<file path="src/sv/lfu_pkg.sv">
// Package for the LFU cache: beat types, rank record, key table write controls,
// sequencer states and shared constants. No dependencies.
`timescale 1ns / 1ps

package lfu_pkg;

  localparam logic        CMD_GET    = 1'b0;
  localparam logic        CMD_PUT    = 1'b1;
  localparam logic [31:0] SAT_MAX    = 32'hFFFF_FFFF;
  localparam logic [31:0] MISS_VALUE = 32'hFFFF_FFFF;
  localparam int unsigned KEY_BITS   = 12;

  typedef struct packed {
    logic               command;
    logic [11:0]        key;
    logic signed [31:0] value;
  } lfu_in_t;

  typedef struct packed {
    logic               hit;
    logic signed [31:0] read_value;
  } lfu_out_t;

  typedef struct packed {
    logic [31:0] count;
    logic [31:0] stamp;
  } lfu_rank_t;

  typedef struct packed {
    logic valid_we;
    logic valid;
    logic value_we;
    logic slot_we;
  } lfu_kt_wr_t;

  typedef enum logic [4:0] {
    ST_CLEAR,
    ST_IDLE,
    ST_MOD,
    ST_LK_RD,
    ST_LK_CHK,
    ST_TOUCH,
    ST_EV_RD,
    ST_EV_V,
    ST_EV_L,
    ST_INS,
    ST_SK_C,
    ST_SK_L,
    ST_SK_R,
    ST_SK_CMP,
    ST_SK_END,
    ST_RS_C,
    ST_RS_P,
    ST_RS_END
  } lfu_state_e;

endpackage

</file>
<file path="src/sv/lfu_heap_ram.sv">
// Heap storage: key and (count, stamp) per slot, single port, registered read.
// Depends on lfu_pkg.
`timescale 1ns / 1ps

module lfu_heap_ram
  import lfu_pkg::*;
#(
  parameter int unsigned DEPTH = 64,
  parameter int unsigned AW    = 6,
  parameter int unsigned KW    = 12
) (
  input  logic          clk_i,
  input  logic [AW-1:0] addr_i,
  input  logic          we_i,
  input  logic [KW-1:0] key_i,
  input  lfu_rank_t     rank_i,
  output logic [KW-1:0] key_o,
  output lfu_rank_t     rank_o
);

  logic [KW-1:0] key_mem  [DEPTH];
  lfu_rank_t     rank_mem [DEPTH];

  always_ff @(posedge clk_i) begin
    if (we_i) begin
      key_mem[addr_i]  <= key_i;
      rank_mem[addr_i] <= rank_i;
    end
    key_o  <= key_mem[addr_i];
    rank_o <= rank_mem[addr_i];
  end

endmodule

</file>
<file path="config.mk">
export PLATFORM = sky130hd
export DESIGN_NAME = lfu_heap_ram
export DESIGN_NICKNAME = d
export VERILOG_FILES = /design/src/sv/lfu_pkg.sv /design/src/sv/lfu_heap_ram.sv
export SDC_FILE = /design/constraint.sdc
export NUM_CORES = 2
export LEC_CHECK = 0
export ABC_CLOCK_PERIOD_IN_PS = 9350
export BUFFER_PORTS_ARGS = -buffer_cell sky130_fd_sc_hd__buf_2
export CORE_MARGIN = 5
export CORE_UTILIZATION = 32
export DETAILED_ROUTE_END_ITERATION = 16
export HOLD_SLACK_MARGIN = 0.08
export PLACE_DENSITY = 0.5
export SKIP_CTS_REPAIR_TIMING = 1
export SYNTH_ARGS = -nofsm -noshare
export SYNTH_HDL_FRONTEND = slang
export SYNTH_MEMORY_MAX_BITS = 65536
export SYNTH_SLANG_ARGS = --single-unit
</file>
<file path="constraint.sdc">
create_clock -name clk_i -period 9.35 [get_ports clk_i]
set_input_delay 1.87 -clock clk_i [delete_from_list [all_inputs] [get_ports clk_i]]
set_output_delay 1.87 -clock clk_i [all_outputs]
set_load 0.01 [all_outputs]
</file>
==> run summary <==
STA
--------------------------------------------------------------------------------------
Setup skew after layout                                                      0.0699 ns
Tmin final                                                                     5.32 ns
Unrepaired setup endpoints after global routing                                     no
WHS                                                                           0.601 ns
Worst max-slew margin expressed relative to the limit                          0.00531
Period utilisation layout                                                        0.569
Transition time at the pin with the least slew margin                          1.49 ns
Maximum clock frequency                                                      0.188 GHz
Hold violation total from the final report                                           0
Final max-slew violation count                                                       0
Final setup violation count                                                          0
Summed negative setup slack over all endpoints                                    0 ns

FLOORPLAN
--------------------------------------------------------------------------------------
Die X                                                                           773 µm
Starting density of the core                                                     0.321
Total die area                                                              597000 µm²
# IOs                                                                              160
Die height                                                                      773 µm
Core footprint                                                              581000 µm²
Total number of placement rows                                                     280

PLACEMENT
--------------------------------------------------------------------------------------
Post-place instance area                                                    197000 µm²
Placed insts                                                                     17.9k
HPWL after detailed placement                                                350000 µm
Final weighted congestion of routability-driven global placement                 0.795
Port Buf Inserts                                                                   159

GLOBAL ROUTING
--------------------------------------------------------------------------------------
Initial antenna violation count                                                     87
Met1 Usage GRT                                                                   0.294
Vias in the first global route                                                    106k
Grt ovf                                                                              0
Total Routing Usage GR                                                           0.215
Maximum number of pins on one net before global-route repair                       126
Met2 capacity usage during global routing                                        0.348
Wire length of the first global-routing pass                                 899000 µm
Highest-utilization routing layer at the global route stage                       met2
Global routing met3 resource utilization                                        0.0350

PWR
--------------------------------------------------------------------------------------
Part of the power in the clock network                                           0.418
Power dissipated by switching net loads                                       0.0105 W
Combinational fraction of design power                                           0.053
Worst vdd rail ir drop                                                          190 µV
Relative contribution of sequential cells to total power                         0.530
Total power density per cell area                                           219 nW/µm²
Design internal power                                                         0.0361 W
Leakage power                                                                  66.4 nW
Switching share of total power                                                   0.225

DRT
--------------------------------------------------------------------------------------
Number of vias per cell after detailed routing                                    5.80
Count of vias placed by the detailed router                                       109k
Remaining antenna violation count                                                    0
Detailed Route WL                                                            664000 µm
Count of routing violations after the opening detailed-route iteration           14.0k
DR pass1 iterations                                                                  8
Routed length per placed instance                                              35.3 µm
Remaining DRCs                                                                       0

JOB
--------------------------------------------------------------------------------------
Reported max-cap violation count                                                     0

CELLS AND AREA
--------------------------------------------------------------------------------------
Storage element area                                                        148000 µm²
Fraction of final layout cells sized beyond drive strength 1                     0.138
Count of filler cells inserted in the layout                                     53.6k
Final Util                                                                       0.366
Net count of the finished layout                                                 10.7k
Multi-input gate area in the final layout                                    35600 µm²
Area Overhead vs Synth                                                           14.3%
Number of non-filler instances in the completed layout                           18.8k
Final design instance area without fill                                     213000 µm²

WORST SETUP PATH
--------------------------------------------------------------------------------------
Slowest cell on crit path                                                 sky130_fd_sc_hd__nor2_4
Worst-path fanout max                                                              112
Required arrival time at the worst endpoint                                    9.97 ns
Worst setup EP type                                                               flop
Cell type with the highest occurrence count on the critical path          sky130_fd_sc_hd__buf_12
Worst Setup Start Kind                                                       input pin
Family with the most delay on the worst path                              simple AND/OR/NAND/NOR gates
Worst setup path class                                                          in2reg
CP Cell Sequence                                                          buf_8 -> buf_12 -> and2_4 -> nand3_1 -> nor2_4 -> buf_12
Slowest Stage Delay on Critical Path                                           1.17 ns
Arr. time, crit path                                                           5.94 ns
Worst path buffer plus inverter count                                                3

YOSYS
--------------------------------------------------------------------------------------
Synth Instances                                                                  10.4k
Number of distinct standard cells referenced by the synthesized netlist             65
Post-synth EDFFs                                                                  4864
Syn_nets                                                                         10.5k
Post-synthesis cell area                                                    186000 µm²
Seq/Total Area, Yosys                                                            0.793
Predominant post-synthesis flop cell                                      sky130_fd_sc_hd__edfxtp_1
Average cell area after synthesis                                             17.8 µm²
Syn. warnings                                                                        0
Share of flip-flops with an asynchronous set or reset                                0
Flip-flop and latch count after synthesis                                         4940

CTS
--------------------------------------------------------------------------------------
TritonCTS sink count                                                              4940
TritonCTS clock tree                                                              done
Clock buffer count from CTS                                                        483
Clock Root Buffer                                                         sky130_fd_sc_hd__clkbuf_16
Clk pin slew, worst setup/hold paths                                           0.06 ns
Number of buffers on the longest clock path                                          4
Count of H-tree levels built during CTS                                              5
Worst-Skew Late Latency                                                        1.05 ns

MIN PATH
--------------------------------------------------------------------------------------
Class of the tightest hold or removal check                                    reg2reg

STATUS
--------------------------------------------------------------------------------------
Run status                                                                finished clean

==> layout by cell type (no fill, tap or decap), drive strengths merged, types with 38 or more instances in the layout <==
| cell | Yosys | final |
|---|---|---|
| nand3 | 45 | 45 |
| o22a | 100 | 100 |
| a22o | 178 | 178 |
| dfxtp | 76 | 76 |
| nor2 | 437 | 437 |
| mux4 | 85 | 85 |
| a22oi | 715 | 715 |
| clkinv | 0 | 207 |
| a221oi | 568 | 568 |
| mux2 | 137 | 137 |
| a2111oi | 65 | 65 |
| a21oi | 387 | 387 |
| a31oi | 133 | 133 |
| nor3 | 82 | 82 |
| clkbuf | 383 | 646 |
| bufinv | 0 | 38 |
| o22ai | 374 | 374 |
| nand2 | 250 | 250 |
| mux2i | 635 | 635 |
| buf | 392 | 476 |
| o21ai | 237 | 237 |
| nand4 | 39 | 39 |
| edfxtp | 4864 | 4864 |
==> layer usage <==
layer | up-vias | share of wire
li1 | 43700 | -
met4 | 20 | 0.039
met1 | 58400 | 0.41
met2 | 5846 | 0.47
met5 | - | 0.00020
met3 | 1222 | 0.086
==> layout make-up <==
cell class / instances / area share
antenna: 31 / 0.000365
clock buffer: 646 / 0.0620
clock inverter: 264 / 0.0120
inverter: 4 / 0.000200
multi-input combinational: 4713 / 0.168
sequential: 4940 / 0.694
tap: 7755 / 0.0456
timing repair buffer: 476 / 0.0184
==> worst register-to-register path, delay by kind of cell (launching register included) <==
kind	cells	cell delay, ns
multiplexers	1	0.26
AO/OA/AOI/OAI	4	1.12
AND/OR/NAND/NOR	1	0.47
flip-flops	1	0.36
==> cell usage after synthesis, drive strengths merged (178+ instances only) <==
library cell,count,share of area
edfxtp,4864,0.78
a22oi,715,0.029
mux2i,635,0.034
a221oi,568,0.027
nor2,437,0.0088
buf,392,0.011
a21oi,387,0.010
clkbuf,383,0.0077
o22ai,374,0.013
nand2,250,0.0051
o21ai,237,0.0064
a22o,178,0.0084
==> worst paths after layout <==
path | startpoint | to | slack, ns | cells past startpoint
setup / recovery | addr_i[1] | rank_mem[31][3] | 4.03 | 6
hold / removal | key_mem[3][4] | key_o[4] | 0.60 | 3
setup reg to reg | rank_mem[37][60] | rank_o[60] | 6.80 | 6
hold reg to reg | key_mem[3][4] | key_o[4] | 0.60 | 3
==> power by group through the flow <==
stage	sequential [W]	combinational (W)	clock, W
2_1_floorplan	0.0251	0.00116	0
5_1_grt	0.0247	0.00257	0.0206
3_5_place_dp	0.0251	0.00245	0
3_3_place_gp	0.0251	0.00242	0
6_report	0.0247	0.00245	0.0195
4_1_cts	0.0247	0.00246	0.0197
==> cell families after synthesis <==
family	count (synthesis)	share of synthesized area
AO/OA/AOI/OAI	2858	0.111
multiplexers	857	0.0527
AND/OR/NAND/NOR	998	0.0237
flip-flops	4940	0.793
buffers and inverters	779	0.0191
==> per-stage QoR <==
stage / setup WS, ns / power [W]
floorplan: 2.39 / 0.0262
global placement: 2.50 / 0.0276
detailed placement: 2.93 / 0.0276
CTS: 4.05 / 0.0468
global route: 4.06 / 0.0479
finish: 4.03 / 0.0466
==> flip-flops by register name, indices dropped and copies added, names as in the netlist <==
name      flops
key_mem     768
key_o        12
rank_mem   4096
rank_o       64
(Power assumes the default switching activity.)
