[config.mk]
export PLATFORM = sky130hd
export DESIGN_NAME = lfu_rank_cmp
export DESIGN_NICKNAME = d
export VERILOG_FILES = /design/src/sv/lfu_pkg.sv /design/src/sv/lfu_rank_cmp.sv
export SDC_FILE = /design/constraint.sdc
export NUM_CORES = 1
export LEC_CHECK = 0
export ABC_AREA = 1
export BUFFER_PORTS_ARGS = -buffer_cell sky130_fd_sc_hd__clkbuf_2
export CORE_MARGIN = 2
export CORE_UTILIZATION = 36
export DETAILED_ROUTE_END_ITERATION = 6
export PLACE_DENSITY_LB_ADDON = 0.25
export REMOVE_ABC_BUFFERS = 1
export SETUP_SLACK_MARGIN = 0.4
export SLEW_MARGIN = 10
export SYNTH_ARGS = -nofsm -noshare
export SYNTH_HDL_FRONTEND = slang
export SYNTH_SLANG_ARGS = --single-unit
[constraint.sdc]
create_clock -name vclk -period 2.3
set_input_delay 0 -clock vclk [all_inputs]
set_output_delay 0 -clock vclk [all_outputs]
set_load 0.01 [all_outputs]
[src/sv/lfu_pkg.sv]
// Package for the LFU cache: beat types, rank record, key table write controls,
// sequencer states and shared constants. No dependencies.
`timescale 1ns / 1ps

package lfu_pkg;

  localparam logic        CMD_GET    = 1'b0;
  localparam logic        CMD_PUT    = 1'b1;
  localparam logic [31:0] SAT_MAX    = 32'hFFFF_FFFF;
  localparam logic [31:0] MISS_VALUE = 32'hFFFF_FFFF;
  localparam int unsigned KEY_BITS   = 12;

  typedef struct packed {
    logic               command;
    logic [11:0]        key;
    logic signed [31:0] value;
  } lfu_in_t;

  typedef struct packed {
    logic               hit;
    logic signed [31:0] read_value;
  } lfu_out_t;

  typedef struct packed {
    logic [31:0] count;
    logic [31:0] stamp;
  } lfu_rank_t;

  typedef struct packed {
    logic valid_we;
    logic valid;
    logic value_we;
    logic slot_we;
  } lfu_kt_wr_t;

  typedef enum logic [4:0] {
    ST_CLEAR,
    ST_IDLE,
    ST_MOD,
    ST_LK_RD,
    ST_LK_CHK,
    ST_TOUCH,
    ST_EV_RD,
    ST_EV_V,
    ST_EV_L,
    ST_INS,
    ST_SK_C,
    ST_SK_L,
    ST_SK_R,
    ST_SK_CMP,
    ST_SK_END,
    ST_RS_C,
    ST_RS_P,
    ST_RS_END
  } lfu_state_e;

endpackage

[src/sv/lfu_rank_cmp.sv]
// Shared rank comparator: orders two heap entries on (count, stamp).
// Depends on lfu_pkg.
`timescale 1ns / 1ps

module lfu_rank_cmp
  import lfu_pkg::*;
(
  input  lfu_rank_t a_i,
  input  lfu_rank_t b_i,
  output logic      below_o
);

  always_comb begin
    if (a_i.count != b_i.count) begin
      below_o = a_i.count < b_i.count;
    end else begin
      below_o = a_i.stamp < b_i.stamp;
    end
  end

endmodule

==> flow_summary.ini, run 1 <==
[floorplan]
die_area_mm2 = 0.00519
die_h_um = 72.0
rows = 24
initial_core_util = 0.377
pin_count = 129
die_w_um = 72.0
coreArea_mm2 = 0.00441

[setup_path]
critPathKind = in2out
path_max_fanout = 3
startpoint_type = input pin
cp.arrival_ns = 1.29
cp-end-kind = output port
cp.required_ns = 2.30

[yosys]
yosys.cell_types.count = 17
yosys-top-cells-count = 77 x inv_1, 63 x ha_1, 52 x nand2_1
synth_top_area_frac = 0.473
synthTopCellsByArea = ha_1 47%, inv_1 17%, nand2_1 12%
syn_inst = 268
yosysMostFrequentCell = inv_1
syn_avg_cell_area_um2 = 6.21
netlist.top_cell.by_area = ha_1
seq_area_frac_synth = 0
yosysWarnings = 0
syn-cell-area_mm2 = 0.00167

[final_layout]
drive_above_1_share = 0.335
numSequentialCells = 0
n_clock_buffer = 0
diodes = 0
ff_latch_area_um2 = 0
n_fill_cell = 475
layout.nets = 590
areaGrowthSynthToFinish_pct = 42.7

[detailed_routing]
initialDrtViolationCount = 18
drc_errors = 0
wl_per_cell_um = 8.26
via_count = 1966
wirelength_mm = 3.71
first_pass_iters = 4
viasPerCell = 4.38
ant_nets = 0

[placement]
dp_hpwl_mm = 3.70
gp_congestion = 0.742
io_buffers = 129

[timing]
fin_crit_sh = 0.561
layout_min_cycle_time_ns = 1.29
worst_pin_slew_ns = 0.243
relSlewSlack = 0.837
final_hold_viol_count = 0
slew_violations = 0
rsz0062_at_grt = no
fmax_ghz = 0.775
final-setup-viol-count = 0
fin_tns_setup_ns = 0

[clock_network]
hold_buffers = 0
cts_setup_buffers = 0
cts_resized = 0

[power]
ir_drop_mv = 0.0519
power.density_mw_per_mm2 = 145
p_leak_nw = 1.68
finalPower_w = 0.000345

[grt]
grt_max_degree = 4
antenna_found_initial = 0
grt.overflow.total = 0
grtUsageTotal = 0.144
grt_pass1_wl_mm = 6.56
grt_pass1_vias = 1809

[status]
status = completed

[min_path]
hp-class = in2out

[job]
cap_violations = 0
stage by stage:
stage	utilization	setup slack, ns	cell area, um^2	hold WS [ns]	instances
5_1_grt	0.538	0.809	2380	0.732	449
2_1_floorplan	-	1.33	1670	0.444	268
3_3_place_gp	0.538	1.03	2380	0.670	449
3_5_place_dp	0.538	0.988	2380	0.667	449
4_1_cts	0.538	0.986	2380	0.666	449
6_report	0.538	1.01	2380	0.653	449
cell families after synthesis:
family	Yosys count	synth area share
buffers and inverters	77	0.174
AND/OR/NAND/NOR	81	0.200
AO/OA/AOI/OAI	47	0.153
adder cells (fa/ha/maj)	63	0.473
placed cells by master (no fill, tap or decap), drive strengths merged:
master / count
nor2: 17
nand4: 5
ha: 63
nor4: 1
or2: 1
a21oi: 32
o21ai: 10
nor3: 2
o21bai: 1
nand3: 3
clkbuf: 129
inv: 77
a21boi: 1
nand2: 52
o21a: 3
critical path, stage by stage:
cell      delay (ns)
clkbuf_2        0.08
inv_1           0.04
ha_1            0.28
nand2_1         0.08
nor2_1          0.15
nand4_1         0.12
nor2_1          0.16
nand2_1         0.08
nor2_2          0.07
nand2_1         0.05
nand2_1         0.05
clkbuf_2        0.13
final timing paths:
check                 end  cells after the start  startpoint
setup / recovery  below_o                     12     b_i[47]
hold / removal    below_o                      8     a_i[16]
power breakdown:
group / internal (W) / switching [W]
Combinational: 0.000183 / 0.000162
Sequential: 0 / 0
Clock: 0 / 0
Total: 0.000183 / 0.000162
metal layers:
layer	global-route usage	up-vias	wire, um
li1	-	1115	-
met1	0.173	784	1610
met2	0.293	67	1790
met3	0.0111	0	313
met4	0	0	0
met5	0	-	0
cell type report:
type / instances / area [um^2] / share of cell area
Multi-Input combinational cell: 191 / 1380 / 0.579
Timing Repair Buffer: 129 / 646 / 0.272
Inverter: 77 / 289 / 0.122
Tap cell: 52 / 65.1 / 0.0274
No activity file was read; power rests on OpenSTA's default activity.
==> run 2: changes to the inputs <==
- clock period: 2.3 -> 1 ns (I/O delays scaled with it)
==> run 2 against run 1 <==
The run now ends with negative setup slack left. Sequential share of layout area unchanged. Hold slack improved by 0.027 ns. Utilization increased by 4.9 points. Non-clock buffer count increased by 3. Combinational power increased to 2.7 times the previous value. Global-route usage about the same. Worst setup slack got worse by 1.3 ns. Critical path depth unchanged. Largest cell class unchanged.
==> flow_summary.ini, run 2 (synthesized netlist as in run 1, its figures left out) <==
[detailed_routing]
first_pass_iters = 3
initialDrtViolationCount = 24
wl_per_cell_um = 9.33
viasPerCell = 4.49
ant_nets = 0
wirelength_mm = 4.22
drc_errors = 0
via_count = 2029

[setup_path]
critPathKind = in2out
startpoint_type = input pin
cp-end-kind = output port
cp.arrival_ns = 1.26
path_max_fanout = 3
cp.required_ns = 1.00

[timing]
fmax_ghz = 0.795
fin_ws_ns = -0.258
rsz0062_at_grt = yes
final-setup-viol-count = 1
hold_slack_ns = 0.680
fin_tns_setup_ns = -0.258
fin_crit_sh = 1.26
worst_pin_slew_ns = 0.220
slew_violations = 0
layout_min_cycle_time_ns = 1.26
final_hold_viol_count = 0
relSlewSlack = 0.852

[grt]
grt_max_degree = 4
grtUsageTotal = 0.144
antenna_found_initial = 0
grt_pass1_vias = 1827
grt.overflow.total = 0
grt_pass1_wl_mm = 6.56

[final_layout]
layout_common_cells = 121 x clkbuf_2, 73 x inv_1, 55 x ha_1
layout.nets = 593
diodes = 0
drive_above_1_share = 0.400
layout_commonest_cell = clkbuf_2
n_clock_buffer = 0
multi_input_area_mm2 = 0.00152
areaGrowthSynthToFinish_pct = 55.7
numSequentialCells = 0
n_fill_cell = 445
ff_latch_area_um2 = 0

[power]
power.density_mw_per_mm2 = 360
ir_drop_mv = 0.169
p_leak_nw = 1.71

[floorplan]
die_area_mm2 = 0.00519
die_h_um = 72.0
die_w_um = 72.0
coreArea_mm2 = 0.00441
initial_core_util = 0.377
rows = 24
pin_count = 129

[min_path]
worstHoldStart = a_i[16]
hp-class = in2out
min_path_cells = 8
whs_endpoint = below_o

[job]
cap_violations = 0

[placement]
dp_hpwl_mm = 3.81
io_buffers = 129
gp_congestion = 0.745
place_worst_setup_slack_ns = -0.297

[status]
status = complete, but fails checks
violations = negative setup slack
run 2: changes by cell type in the layout (fill, tap and decap cells not counted), sizes merged:
cell | previous run | this run
buf | 0 | 11
clkbuf | 129 | 121
run 2: final cells by class:
| type | instances | share of cell area |
|---|---|---|
| Inverter | 77 | 0.112 |
| Multi-Input combinational cell | 191 | 0.586 |
| Tap cell | 52 | 0.0251 |
| Timing Repair Buffer | 132 | 0.277 |
run 2: worst max-delay path by stage:
stage | start | endpoint | slack, ns | cells after the start
after CTS | b_i[61] | below_o | -0.28 | 12
after detailed placement | b_i[47] | below_o | -0.30 | 12
after floorplan | b_i[63] | below_o | 0.03 | 10
after global placement | b_i[47] | below_o | -0.28 | 12
final | b_i[46] | below_o | -0.26 | 12
after global routing | a_i[61] | below_o | -0.45 | 11
run 2: worst max-delay path: stages:
cell and delay, ns:
clkbuf_2 0.07, inv_1 0.04, ha_1 0.30, nand2_4 0.07, nor2_4 0.11, nand4_1 0.14, nor2_2 0.14, nand2_1 0.07
nor2_2 0.09, nand2_1 0.05, nand2_1 0.07, buf_6 0.10
run 2: through the flow:
step / utilization / total power [W] / std cells / instance area, um^2
floorplan: - / 0.000458 / 268 / 1670
global placement: 0.542 / 0.000803 / 451 / 2390
detailed placement: 0.542 / 0.000825 / 451 / 2390
CTS: 0.548 / 0.000847 / 451 / 2420
global route: 0.588 / 0.00109 / 452 / 2590
finish: 0.588 / 0.000933 / 452 / 2590
run 2: report_power, final:
part | leakage (nW) | total [W] | switching [W] | internal (W)
Sequential | 0 | 0 | 0 | 0
Combinational | 1.71 | 0.000933 | 0.000431 | 0.000503
Clock | 0 | 0 | 0 | 0
run 2: what timing repair did:
action | CTS | global route
resized for setup | 6 | 33
endpoints found under the setup margin | 1 | 1
setup buffers | 0 | 1
hold buffers | 0 | 0
pin swaps | 7 | 17
run 2: per-layer routing:
layer / GRT usage / wire length, um / share of wire
met2: 0.306 / 2240 / 0.53
met4: 0 / 0 / 0
met1: 0.163 / 1660 / 0.39
met3: 0.00972 / 321 / 0.076
met5: 0 / 0 / 0
